<file path="config.mk">
export PLATFORM = sky130hd
export DESIGN_NAME = sync_event_object_table_top
export DESIGN_NICKNAME = d
export VERILOG_FILES = /design/src/rtl/seot_pkg.sv /design/src/rtl/sync_event_object_table_top.sv /design/src/rtl/seot_ram.sv /design/src/rtl/seot_front.sv /design/src/rtl/seot_back.sv
export SDC_FILE = /design/constraint.sdc
export NUM_CORES = 2
export LEC_CHECK = 0
export BUFFER_PORTS_ARGS = -buffer_cell sky130_fd_sc_hd__buf_4
export CORE_UTILIZATION = 65
export CTS_BUF_LIST = sky130_fd_sc_hd__clkbuf_8
export CTS_CLUSTER_SIZE = 30
export DETAILED_ROUTE_END_ITERATION = 12
export PLACE_DENSITY = 0.79
export SYNTH_ARGS = -nofsm -noshare
export SYNTH_HDL_FRONTEND = slang
export SYNTH_SLANG_ARGS = --single-unit
</file>
<file path="constraint.sdc">
create_clock -name clk -period 5.6 [get_ports clk]
set_input_delay 1.12 -clock clk [delete_from_list [all_inputs] [get_ports clk]]
set_output_delay 1.12 -clock clk [all_outputs]
set_load 0.05 [all_outputs]
</file>
<file path="src/rtl/seot_pkg.sv">
package seot_pkg;

    localparam int NUM_OBJECTS = 16;
    localparam int NUM_TASKS   = 64;
    localparam int EVENT_BITS  = 16;
    localparam int OBJ_W       = $clog2(NUM_OBJECTS);
    localparam int TASK_W      = $clog2(NUM_TASKS);
    localparam int PROBE_W     = $clog2(NUM_OBJECTS + 1);
    localparam int QDEPTH      = 2;
    localparam int QPTR_W      = 1;

    localparam logic [EVENT_BITS-1:0] COUNT_MAX = {EVENT_BITS{1'b1}};

    typedef enum logic [1:0] {
        KIND_CREATE  = 2'd0,
        KIND_SIGNAL  = 2'd1,
        KIND_DESTROY = 2'd2,
        KIND_WAIT    = 2'd3
    } kind_t;

    typedef enum logic [1:0] {
        ST_OK      = 2'd0,
        ST_INVALID = 2'd1,
        ST_FULL    = 2'd2
    } status_t;

    // Request word handed from the front to the back.
    typedef struct packed {
        kind_t             kind;
        logic [3:0]        handle;
        logic [TASK_W-1:0] task_id;
    } req_t;

    typedef enum logic [2:0] {
        BK_IDLE,
        BK_PROBE,
        BK_LINK,
        BK_OUT
    } bk_state_t;

endpackage

</file>
<file path="src/rtl/sync_event_object_table_top.sv">
// Synchronization object table: 16 slots, each with a valid mark, a
// saturating 16-bit event count and a FIFO of waiting task ids.
// Input channel (in_valid/in_ready): one request word of kind, handle and
// task_id. Output channel (out_valid/out_ready): one result word per request.
// A two-word queue parts the front from the back, so the front takes words
// while the back is busy or its result waits to be taken.
// Signal, destroy and wait pass the sequencer steps take, link read and
// result; create probes the slots one by one in place of the link read. The
// back takes no new word until its result is taken, and its three sequencer
// steps (take, link, result) set the pace for non-create requests.
// Reset empties the queue and frees all slots. When the receiver stalls the
// result holds and up to two more words are queued, then in_ready drops.
module sync_event_object_table_top (
    input  logic       clk,
    input  logic       rst_n,
    input  logic       in_valid,
    output logic       in_ready,
    input  logic [1:0] kind,
    input  logic [3:0] handle,
    input  logic [5:0] task_id,
    output logic       out_valid,
    input  logic       out_ready,
    output logic [1:0] status,
    output logic [3:0] new_handle,
    output logic       wake_valid,
    output logic [5:0] wake_task,
    output logic       proceed,
    output logic       blocked
);

    seot_pkg::req_t in_req, q_req;
    logic           q_valid, q_ready;

    assign in_req.kind    = seot_pkg::kind_t'(kind);
    assign in_req.handle  = handle;
    assign in_req.task_id = task_id[seot_pkg::TASK_W-1:0];

    seot_front u_front (
        .clk      (clk),
        .rst_n    (rst_n),
        .in_valid (in_valid),
        .in_ready (in_ready),
        .in_req   (in_req),
        .q_valid  (q_valid),
        .q_ready  (q_ready),
        .q_req    (q_req)
    );

    seot_back u_back (
        .clk        (clk),
        .rst_n      (rst_n),
        .q_valid    (q_valid),
        .q_ready    (q_ready),
        .q_req      (q_req),
        .out_valid  (out_valid),
        .out_ready  (out_ready),
        .status     (status),
        .new_handle (new_handle),
        .wake_valid (wake_valid),
        .wake_task  (wake_task),
        .proceed    (proceed),
        .blocked    (blocked)
    );

endmodule

</file>
<file path="src/rtl/seot_ram.sv">
module seot_ram #(
    parameter int WIDTH = 8,
    parameter int DEPTH = 16
) (
    input  logic                     clk,
    input  logic                     we,
    input  logic [$clog2(DEPTH)-1:0] waddr,
    input  logic [WIDTH-1:0]         wdata,
    input  logic [$clog2(DEPTH)-1:0] raddr,
    output logic [WIDTH-1:0]         rdata
);

    logic [WIDTH-1:0] mem [DEPTH];

    // One write port and one registered read port.
    always_ff @(posedge clk)
    begin
        if (we)
        begin
            mem[waddr] <= wdata;
        end
        rdata <= mem[raddr];
    end

endmodule

</file>
<file path="src/rtl/seot_front.sv">
module seot_front (
    input  logic                     clk,
    input  logic                     rst_n,
    input  logic                     in_valid,
    output logic                     in_ready,
    input  seot_pkg::req_t           in_req,
    output logic                     q_valid,
    input  logic                     q_ready,
    output seot_pkg::req_t           q_req
);

    seot_pkg::req_t                  buf_reg [seot_pkg::QDEPTH];
    logic [seot_pkg::QPTR_W-1:0]     wr_reg, rd_reg;
    logic [seot_pkg::QPTR_W:0]       cnt_reg;
    logic                            push, pop;

    assign in_ready = (cnt_reg != seot_pkg::QPTR_W'(0) + (seot_pkg::QPTR_W+1)'(seot_pkg::QDEPTH));
    assign q_valid  = (cnt_reg != '0);
    assign q_req    = buf_reg[rd_reg];
    assign push     = in_valid && in_ready;
    assign pop      = q_valid && q_ready;

    // Words are stored with the task id already reduced to the table size.
    always_ff @(posedge clk)
    begin
        if (push)
        begin
            buf_reg[wr_reg] <= in_req;
        end
    end

    // Queue pointers and fill count.
    always_ff @(posedge clk or negedge rst_n)
    begin
        if (!rst_n)
        begin
            wr_reg  <= '0;
            rd_reg  <= '0;
            cnt_reg <= '0;
        end
        else
        begin
            if (push)
            begin
                wr_reg <= wr_reg + 1'b1;
            end
            if (pop)
            begin
                rd_reg <= rd_reg + 1'b1;
            end
            cnt_reg <= cnt_reg + (seot_pkg::QPTR_W+1)'(push) - (seot_pkg::QPTR_W+1)'(pop);
        end
    end

`ifndef SYNTH
    a_no_over: assert property (@(posedge clk) disable iff (!rst_n)
        cnt_reg <= (seot_pkg::QPTR_W+1)'(seot_pkg::QDEPTH))
        else $error("queue overflow");
    a_pop_nonempty: assert property (@(posedge clk) disable iff (!rst_n)
        pop |-> cnt_reg != '0)
        else $error("pop from empty queue");
    a_cnt_step: assert property (@(posedge clk) disable iff (!rst_n)
        (push && !pop) |=> cnt_reg == $past(cnt_reg) + 1'b1)
        else $error("fill count wrong");
`endif

endmodule

</file>
<file path="src/rtl/seot_back.sv">
module seot_back (
    input  logic                          clk,
    input  logic                          rst_n,
    input  logic                          q_valid,
    output logic                          q_ready,
    input  seot_pkg::req_t                q_req,
    output logic                          out_valid,
    input  logic                          out_ready,
    output logic [1:0]                    status,
    output logic [3:0]                    new_handle,
    output logic                          wake_valid,
    output logic [5:0]                    wake_task,
    output logic                          proceed,
    output logic                          blocked
);

    localparam int OW = seot_pkg::OBJ_W;
    localparam int TW = seot_pkg::TASK_W;
    localparam int EW = seot_pkg::EVENT_BITS;

    seot_pkg::bk_state_t       state_reg, state_next;
    seot_pkg::req_t            req_reg, req_next;
    logic [OW-1:0]             probe_reg, probe_next;
    logic [seot_pkg::PROBE_W-1:0] tries_reg, tries_next;

    logic [seot_pkg::NUM_OBJECTS-1:0] in_use_reg, in_use_next;
    logic [seot_pkg::NUM_OBJECTS-1:0] nonempty_reg, nonempty_next;
    logic [EW-1:0]             count_reg [seot_pkg::NUM_OBJECTS];
    logic [EW-1:0]             count_next [seot_pkg::NUM_OBJECTS];
    logic [TW-1:0]             head_reg [seot_pkg::NUM_OBJECTS];
    logic [TW-1:0]             head_next [seot_pkg::NUM_OBJECTS];
    logic [TW-1:0]             tail_reg [seot_pkg::NUM_OBJECTS];
    logic [TW-1:0]             tail_next [seot_pkg::NUM_OBJECTS];

    logic [1:0]                status_reg, status_next;
    logic [3:0]                newh_reg, newh_next;
    logic                      wv_reg, wv_next;
    logic [5:0]                wt_reg, wt_next;
    logic                      pr_reg, pr_next;
    logic                      bl_reg, bl_next;

    // Link memory: next waiter of each task.
    logic                      lk_we;
    logic [TW-1:0]             lk_waddr, lk_wdata, lk_raddr, lk_rdata;

    logic [OW-1:0]             slot;
    logic                      slot_ok;

    seot_ram #(.WIDTH(TW), .DEPTH(seot_pkg::NUM_TASKS)) u_link (
        .clk   (clk),
        .we    (lk_we),
        .waddr (lk_waddr),
        .wdata (lk_wdata),
        .raddr (lk_raddr),
        .rdata (lk_rdata)
    );

    assign slot    = req_reg.handle[OW-1:0];
    assign slot_ok = in_use_reg[slot];
    assign q_ready = (state_reg == seot_pkg::BK_IDLE);
    assign out_valid  = (state_reg == seot_pkg::BK_OUT);
    assign status     = status_reg;
    assign new_handle = newh_reg;
    assign wake_valid = wv_reg;
    assign wake_task  = wt_reg;
    assign proceed    = pr_reg;
    assign blocked    = bl_reg;

    // Link read address: while idle, the head of the queue addressed by the
    // incoming word, so that its link is ready in the following cycle.
    assign lk_raddr = (state_reg == seot_pkg::BK_IDLE) ? head_reg[q_req.handle[OW-1:0]]
                      : head_reg[slot];

    // Control and table state.
    always_ff @(posedge clk or negedge rst_n)
    begin
        if (!rst_n)
        begin
            state_reg    <= seot_pkg::BK_IDLE;
            in_use_reg   <= '0;
            nonempty_reg <= '0;
            for (int i = 0; i < seot_pkg::NUM_OBJECTS; i++)
            begin
                count_reg[i] <= '0;
            end
        end
        else
        begin
            state_reg    <= state_next;
            in_use_reg   <= in_use_next;
            nonempty_reg <= nonempty_next;
            count_reg    <= count_next;
        end
    end

    // Payload registers.
    always_ff @(posedge clk)
    begin
        req_reg    <= req_next;
        probe_reg  <= probe_next;
        tries_reg  <= tries_next;
        head_reg   <= head_next;
        tail_reg   <= tail_next;
        status_reg <= status_next;
        newh_reg   <= newh_next;
        wv_reg     <= wv_next;
        wt_reg     <= wt_next;
        pr_reg     <= pr_next;
        bl_reg     <= bl_next;
    end

    // Sequencer: take a word, probe or read the link, then present the result.
    always_comb
    begin
        state_next    = state_reg;
        req_next      = req_reg;
        probe_next    = probe_reg;
        tries_next    = tries_reg;
        in_use_next   = in_use_reg;
        nonempty_next = nonempty_reg;
        count_next    = count_reg;
        head_next     = head_reg;
        tail_next     = tail_reg;
        status_next   = status_reg;
        newh_next     = newh_reg;
        wv_next       = wv_reg;
        wt_next       = wt_reg;
        pr_next       = pr_reg;
        bl_next       = bl_reg;
        lk_we         = 1'b0;
        lk_waddr      = tail_reg[slot];
        lk_wdata      = req_reg.task_id;
        case (state_reg)
            seot_pkg::BK_IDLE:
            begin
                if (q_valid)
                begin
                    req_next    = q_req;
                    probe_next  = q_req.handle[OW-1:0];
                    tries_next  = '0;
                    status_next = seot_pkg::ST_OK;
                    newh_next   = '0;
                    wv_next     = 1'b0;
                    wt_next     = '0;
                    pr_next     = 1'b0;
                    bl_next     = 1'b0;
                    if (q_req.kind == seot_pkg::KIND_CREATE)
                    begin
                        state_next = seot_pkg::BK_PROBE;
                    end
                    else
                    begin
                        state_next = seot_pkg::BK_LINK;
                    end
                end
            end
            seot_pkg::BK_PROBE:
            begin
                // One slot examined per cycle, wrapping upward.
                if (tries_reg == seot_pkg::PROBE_W'(seot_pkg::NUM_OBJECTS))
                begin
                    status_next = seot_pkg::ST_FULL;
                    state_next  = seot_pkg::BK_OUT;
                end
                else if (!in_use_reg[probe_reg])
                begin
                    in_use_next[probe_reg]   = 1'b1;
                    nonempty_next[probe_reg] = 1'b0;
                    count_next[probe_reg]    = '0;
                    newh_next  = 4'(probe_reg);
                    state_next = seot_pkg::BK_OUT;
                end
                else
                begin
                    probe_next = (probe_reg == OW'(seot_pkg::NUM_OBJECTS - 1)) ? '0
                                 : probe_reg + 1'b1;
                    tries_next = tries_reg + 1'b1;
                end
            end
            seot_pkg::BK_LINK:
            begin
                // Link data for the queue head is valid here.
                state_next = seot_pkg::BK_OUT;
                if (!slot_ok)
                begin
                    status_next = seot_pkg::ST_INVALID;
                end
                else
                begin
                    case (req_reg.kind)
                        seot_pkg::KIND_SIGNAL:
                        begin
                            if (nonempty_reg[slot])
                            begin
                                wv_next = 1'b1;
                                wt_next = 6'(head_reg[slot]);
                                if (head_reg[slot] == tail_reg[slot])
                                begin
                                    nonempty_next[slot] = 1'b0;
                                end
                                else
                                begin
                                    head_next[slot] = lk_rdata;
                                end
                            end
                            else if (count_reg[slot] != seot_pkg::COUNT_MAX)
                            begin
                                count_next[slot] = count_reg[slot] + 1'b1;
                            end
                        end
                        seot_pkg::KIND_DESTROY:
                        begin
                            in_use_next[slot]   = 1'b0;
                            nonempty_next[slot] = 1'b0;
                            count_next[slot]    = '0;
                        end
                        seot_pkg::KIND_WAIT:
                        begin
                            if (count_reg[slot] != '0)
                            begin
                                count_next[slot] = count_reg[slot] - 1'b1;
                                pr_next = 1'b1;
                            end
                            else
                            begin
                                if (nonempty_reg[slot])
                                begin
                                    lk_we = 1'b1;
                                end
                                else
                                begin
                                    head_next[slot]     = req_reg.task_id;
                                    nonempty_next[slot] = 1'b1;
                                end
                                tail_next[slot] = req_reg.task_id;
                                bl_next = 1'b1;
                            end
                        end
                        default:
                        begin
                            status_next = seot_pkg::ST_INVALID;
                        end
                    endcase
                end
            end
            seot_pkg::BK_OUT:
            begin
                if (out_ready)
                begin
                    state_next = seot_pkg::BK_IDLE;
                end
            end
            default:
            begin
                state_next = seot_pkg::BK_IDLE;
            end
        endcase
    end

`ifndef SYNTH
    a_one_of: assert property (@(posedge clk) disable iff (!rst_n)
        out_valid |-> !(pr_reg && bl_reg))
        else $error("proceed and blocked together");
    a_wake_sig: assert property (@(posedge clk) disable iff (!rst_n)
        (out_valid && wv_reg) |-> req_reg.kind == seot_pkg::KIND_SIGNAL)
        else $error("wake from non-signal");
    a_hold: assert property (@(posedge clk) disable iff (!rst_n)
        (out_valid && !out_ready) |=> out_valid && $stable(status_reg))
        else $error("result dropped");
    a_take_idle: assert property (@(posedge clk) disable iff (!rst_n)
        (q_valid && q_ready) |=> state_reg != seot_pkg::BK_IDLE)
        else $error("word not taken");
`endif

endmodule

</file>
Word-level counts from Yosys, hierarchy flattened
Memory sizes are Yosys's and may differ from the RTL's. A register that Yosys moved wholly into a read port is not among the register bits.
Index checks and enable logic that the tools add are counted.
{"block": "op_classes", "add_sub_neg": 8, "n_lt_le_gt_ge": 9, "eq_ne": 38, "n_mux": 112, "n_bitwise": 15, "reduce_logical": 29}
{"operator": "$mux W256", "count": 6}
{"operator": "$pmux W256 S3", "count": 1}
{"operator": "$and A256 B256 Y256", "count": 2}
{"operator": "$bwmux W256", "count": 2}
{"operator": "$not A256 Y256", "count": 2}
{"operator": "$pmux W256 S2", "count": 1}
{"operator": "$mux W96", "count": 4}
{"operator": "$bwmux W96", "count": 3}
{"operator": "$mux W16", "count": 15}
{"operator": "$pmux W96 S2", "count": 1}
{"operator": "$demux W16 S4", "count": 2}
{"operator": "$bmux W6 S4", "count": 3}
{"operator": "$mux W6", "count": 12}
{"operator": "$bmux W16 S4", "count": 1}
{"operator": "$pmux W16 S2", "count": 2}
{"operator": "$and A16 B16 Y16", "count": 3}
{"operator": "$pmux W16 S3", "count": 1}
{"operator": "$not A16 Y16", "count": 2}
{"operator": "$or A16 B16 Y16", "count": 2}
{"operator": "$mux W4", "count": 7}
{"operator": "$demux W6 S4", "count": 1}
{"operator": "$mux W1", "count": 24}
{"operator": "$reduce_and A5 Y1", "count": 4}
{"operator": "$ne A2 B1 Y1 const B", "count": 9}
{"operator": "49 further kinds", "count": 101}
{"block": "totals", "register_bits": 523, "ram_bits": 408, "inputBits": 16, "output_inout_bits": 17, "word_cells": 278, "mem_count": 2}
{"name": "u_back.u_link.mem", "depth": 64, "word_bits": 6, "rd": 1, "rd_clocked_by_memory_dff": 1, "write_ports": 1, "line_no": "seot_ram.sv:13", "text": "logic [WIDTH-1:0] mem [DEPTH];"}
{"name": "u_front.buf_reg", "depth": 2, "word_bits": 12, "rd": 1, "rd_clocked_by_memory_dff": 0, "write_ports": 1, "line_no": "seot_front.sv:12", "text": "seot_pkg::req_t buf_reg [seot_pkg::QDEPTH];"}

Depth between registers and ports, before layout
{"block": "logic_depth", "depth_word": 11, "mapped_depth": 20, "mapped_depth_nobuf": 12}

Modules after synthesis
Synthesis repeated with hierarchy kept, for this count alone.
{"block": "unflattened", "cells_unflattened": 3465, "area_unflattened_um2": 45547.4}
{"module": "seot_back", "instances": 1, "cells_per_inst": 2677, "area_per_inst_um2": 29248.1, "seq_area_each_um2": 14103.5}
{"module": "seot_ram", "instances": 1, "cells_per_inst": 729, "area_per_inst_um2": 15205.8, "seq_area_each_um2": 11651.2}
{"module": "seot_front", "instances": 1, "cells_per_inst": 59, "area_per_inst_um2": 1093.5, "seq_area_each_um2": 820.8}

Worst setup path after synthesis
OpenSTA, ideal clock, no wires.
{"block": "synth_path", "path_type": "register to register", "from": "register u_back.req_reg, in the netlist u_back.slot[0]", "to": "memory u_back.u_link.mem[12][0] in the netlist's numbering, enable pin", "setup_ns": 0.350, "t_arrival_ns": 3.850, "required_time_ns": 5.250, "setup_slack_ns": 1.400, "stages_incl_launch_ff": 16, "n_path_buf": 5, "synth_period_minus_slack_ns": 4.200, "path_cell_list": "edfxtp_1 -> buf_6 -> buf_6 -> buf_6 -> mux4_2 -> mux4_2 -> nor4_2 -> nand3_1 -> nand4bb_1 -> or3b_1 -> buf_2 -> nor2b_2 -> nand2_1 -> or3_1 -> buf_2 -> nor2_1"}
{"block": "synth_between", "elab_chain_cells": 11, "elab_cells_between_ends": 19, "classes_between": "mux (17); bitwise (1); reduce/logical (1)"}
{"item": "from (decl)", "line_no": "seot_back.sv:22", "text": "seot_pkg::req_t req_reg, req_next;"}
{"item": "from (signal assigned)", "line_no": "seot_back.sv:99", "text": "req_reg <= req_next;"}
{"item": "$not A4 Y5 (implied by the code)", "line_no": "seot_back.sv:131, seot_back.sv:219"}
{"item": "$bmux W16 S4", "line_no": "seot_back.sv:219", "text": "if (count_reg[slot] != '0)"}
{"item": "$mux W16 (implied by the code) (2 in a row)", "line_no": "seot_back.sv:219"}
{"item": "$reduce_bool A16 Y1", "line_no": "seot_back.sv:219"}
{"item": "$mux W1", "line_no": "seot_back.sv:219"}
{"item": "$mux W1", "line_no": "seot_back.sv:190", "text": "case (req_reg.kind)"}
{"item": "$mux W1", "line_no": "seot_back.sv:184", "text": "if (!slot_ok)"}
{"item": "$mux W1", "line_no": "seot_back.sv:133", "text": "case (state_reg)"}
{"item": "$mux W1", "line_no": "seot_ram.sv:18", "text": "if (we)"}
{"item": "$mux W1 (implied by the code)", "line_no": "seot_ram.sv:20", "text": "mem[waddr] <= wdata;"}
{"item": "to (decl)", "line_no": "seot_ram.sv:13"}
Parallel ways exist; a longest one is shown, timed or not. The select of a mux whose other input is x is not followed.

Final worst setup path
{"block": "layout_path", "from": "register u_back.req_reg, in the netlist u_back.slot[0]", "to": "memory u_back.u_link.mem[4][5] in the netlist's numbering, enable pin"}
The elaborated chain is that of the path after synthesis.

==> run metrics <==
status finished clean; dpl cell area approximately 46,000 µm²; # DRC 0; CP Data Arrival Time a little under 6 ns; Total Wirelength ~130,000 µm; Total Power around 33 mW; Largest register FFs between 300 and 400; worst slew pin tran between 1 and 1.5 ns; Fill cells between 4,000 and 5,000; CTS Buf Count 150; cell count after synthesis 3,852; CP Data Required Time a little over 6 ns; slowest CP cell or3_1; RSZ-0062 raised after global routing true; vias in the first global route between 30,000 and 40,000; area of the multi-input gates 16,900 µm²; area leader, netlist edfxtp_1; setup TNS 0 ns; io pins 33; CTS tree done; H-tree depth reported by CTS 4; first-pass GRT wire length 201,000 µm; ys async rst share a little under a third; layout cells sized above 1 around 14%; Final setup viols 0; post-synthesis cell type count 85; Syn. warnings 0; CP Class reg2reg; # rows 96; Buffers on Ports 32; fin util 71.7%; CTS sink count approximately 940; crit path cell chain buf_12 > buf_4 > mux4_2 > mux4_2 > nor4_2 > nand3_1 > nand4bb_1 > or3b_1 > nor2b_2 > nand2_1 > or3_1 > nor2_1; DR iter-0 viols between 5,000 and 6,000; final period utilization a little over nine tenths; critical path endpoint category flip-flop; Max clock buf depth 3; Die H 265 µm; worst hold slack 0.280 ns; Seq. cell area approximately 27,000 µm²; reg-to-reg startpoint u_back.slot[0]; Post-synth EDFFs 636; core area slightly below 70,000 µm²; Worst setup startpoint u_back.slot[0]; FMAX roughly 0.18 GHz; Final Skew ~0.047 ns; Overall Global Routing Usage a little under two fifths; Antenna Nets Post-Route 0; clk_lat worst skew approximately 0.83 ns; final net count a little under 4,000; CP max FO 25; reg2reg setup slack around 0.099 ns; Mean Syn Cell Area ~12 µm²; ys flop type edfxtp_1; fin area about 50,000 µm²; Worst Setup Start Kind flip-flop; CTS root buf clkbuf_8; hpwl dp 88,500 µm; sequential fraction of the synthesis area between 50% and 60%; maximum vdd drop approximately 0.52 mV; DR vias/cell about 7.0; Leak Pwr 18.0 nW; post-synth top area share a little over two fifths; Clk pin slew, worst setup/hold paths 0.07 ns; vias ~35,000; minimum clock period between 5 and 6 ns; R2R Path End u_back.u_link.mem[4][5]; largest net degree at the start of global routing about 110; Post-Syn Area roughly 45,000 µm²; DIE WIDTH 265 µm; Fin. Hold Viols 0; Max-Cap Viols 0; ranking of synthesized cells by area edfxtp_1, dfrtp_1, mux4_2; grt ovf 0; die outline area approximately 70,000 µm²; Tightest Hold Check Type in2async; CTS hold repair buffers 0; R2R depth 12; Pwr per Cell Area between 600 and 700 nW/µm²; Slew Limit Fails 0; routability cong. between 1 and 1.5; Syn Nets ~4,000; initial core utilization 65.6%; Slew HR slightly below 9%; Synth Register Bits about 940; CP dominant cell by count mux4_2; WL/cell roughly 27 µm; Crit path largest cell delay approximately 0.66 ns; Layout Area Growth over Synthesis 9.27%; initial antenna violation count 4; 1st-pass router iterations 9
==> layer usage <==
layer  vias up  GRT usage, %  part of all wire (%)
met5         -             0                0.0067
met4         2          19.0                   5.3
met3       502          10.3                    13
met2      2769          56.7                    45
met1     16800          53.1                    37
li1      14500             -                     -
==> cell families after synthesis <==
kind of cell / share of synthesized area, %
compound gates: 13.5
fa+ha+maj: 0.556
xor+xnor: 0.817
mux: 9.85
simple gates: 12.7
buf+inv: 3.54
flops: 59.0
==> metrics by stage <==
stage | setup WS [ns] | std cells
after floorplan | 1.40 | 3852
after global placement | 0.439 | 4659
after detailed placement | 0.266 | 4659
after CTS | 0.234 | 4931
after global routing | -0.00217 | 4932
final | 0.0986 | 4935
==> area by class of cell <==
| type | count | share of cell area, % |
|---|---|---|
| clock buffers | 168 | 4.70 |
| repair buffers | 161 | 2.78 |
| multi-input cells | 2559 | 34.5 |
| diodes | 4 | 0.0204 |
| well taps | 931 | 2.37 |
| flip-flops and latches | 936 | 54.0 |
| clock inverters | 104 | 1.09 |
| inverters | 72 | 0.550 |
==> how the worst max path moves through the flow <==
stage	cells past startpoint	end	slack, ns
2_1_floorplan	15	u_back.u_link.mem[12][0]	1.40
3_3_place_gp	12	u_back.u_link.mem[20][3]	0.44
3_5_place_dp	12	u_back.u_link.mem[36][2]	0.27
4_1_cts	12	u_back.u_link.mem[36][1]	0.23
5_1_grt	12	u_back.u_link.mem[20][3]	-0.002
6_report	12	u_back.u_link.mem[4][5]	0.1
==> where the power goes <==
group | switching [mW] | internal, mW | leakage [nW] | total (mW)
clock | 2.74 | 2.86 | 1.68 | 5.60
sequential | 0.998 | 9.02 | 9.09 | 10.0
combinational | 11.8 | 5.80 | 7.24 | 17.6
==> placed cells by master (no fill, tap or decap), drive strengths merged, types with 16 or more instances in the layout <==
| cell type | count |
|---|---|
| and3 | 82 |
| nand2b | 23 |
| nand2 | 511 |
| a22oi | 27 |
| ha | 20 |
| nor2 | 317 |
| buf | 161 |
| dfrtp | 294 |
| clkinv | 36 |
| a211oi | 31 |
| and2 | 31 |
| edfxtp | 636 |
| nand3 | 199 |
| o211ai | 44 |
| o2bb2ai | 28 |
| xnor2 | 29 |
| a31oi | 30 |
| clkbuf | 168 |
| a22o | 74 |
| nor3 | 38 |
| mux4 | 150 |
| o21ai | 361 |
| nand4 | 16 |
| a21oi | 226 |
| a32oi | 32 |
| inv | 137 |
| mux2i | 93 |
| o22ai | 17 |
==> synthesized netlist by cell type (16+ instances only) <==
cell       count
a211oi_1      28
a21oi_1      224
a22o_1        74
a22oi_1       26
a31oi_1       30
a32oi_1       32
and2_1        31
and3_1        82
buf_1         21
buf_2         62
clkbuf_1     174
dfrtp_1      294
edfxtp_1     636
ha_1          20
inv_1         69
mux2i_1       93
mux4_2       150
nand2_1      509
nand2b_1      21
nand3_1      199
nand4_1       16
nor2_1       317
nor3_1        38
o211ai_1      43
o21ai_0      241
o21ai_1      111
o22ai_1       17
o2bb2ai_1     28
xnor2_1       29
==> what timing repair did <==
| item | 4_1_cts | 5_1_grt |
|---|---|---|
| gates resized for setup | 0 | 1 |
| setup endpoints to repair | 0 | 6 |
| setup buffers | 0 | 0 |
==> worst max-delay path: cells and delay by family, from the launching register on <==
kind / cells / cell delay, ns
multiplexers: 2 / 1.10
AND/OR/NAND/NOR: 8 / 3.03
buffers and inverters: 2 / 0.49
flip-flops: 1 / 0.47
Note: power is estimated with default switching activity, not from simulation.
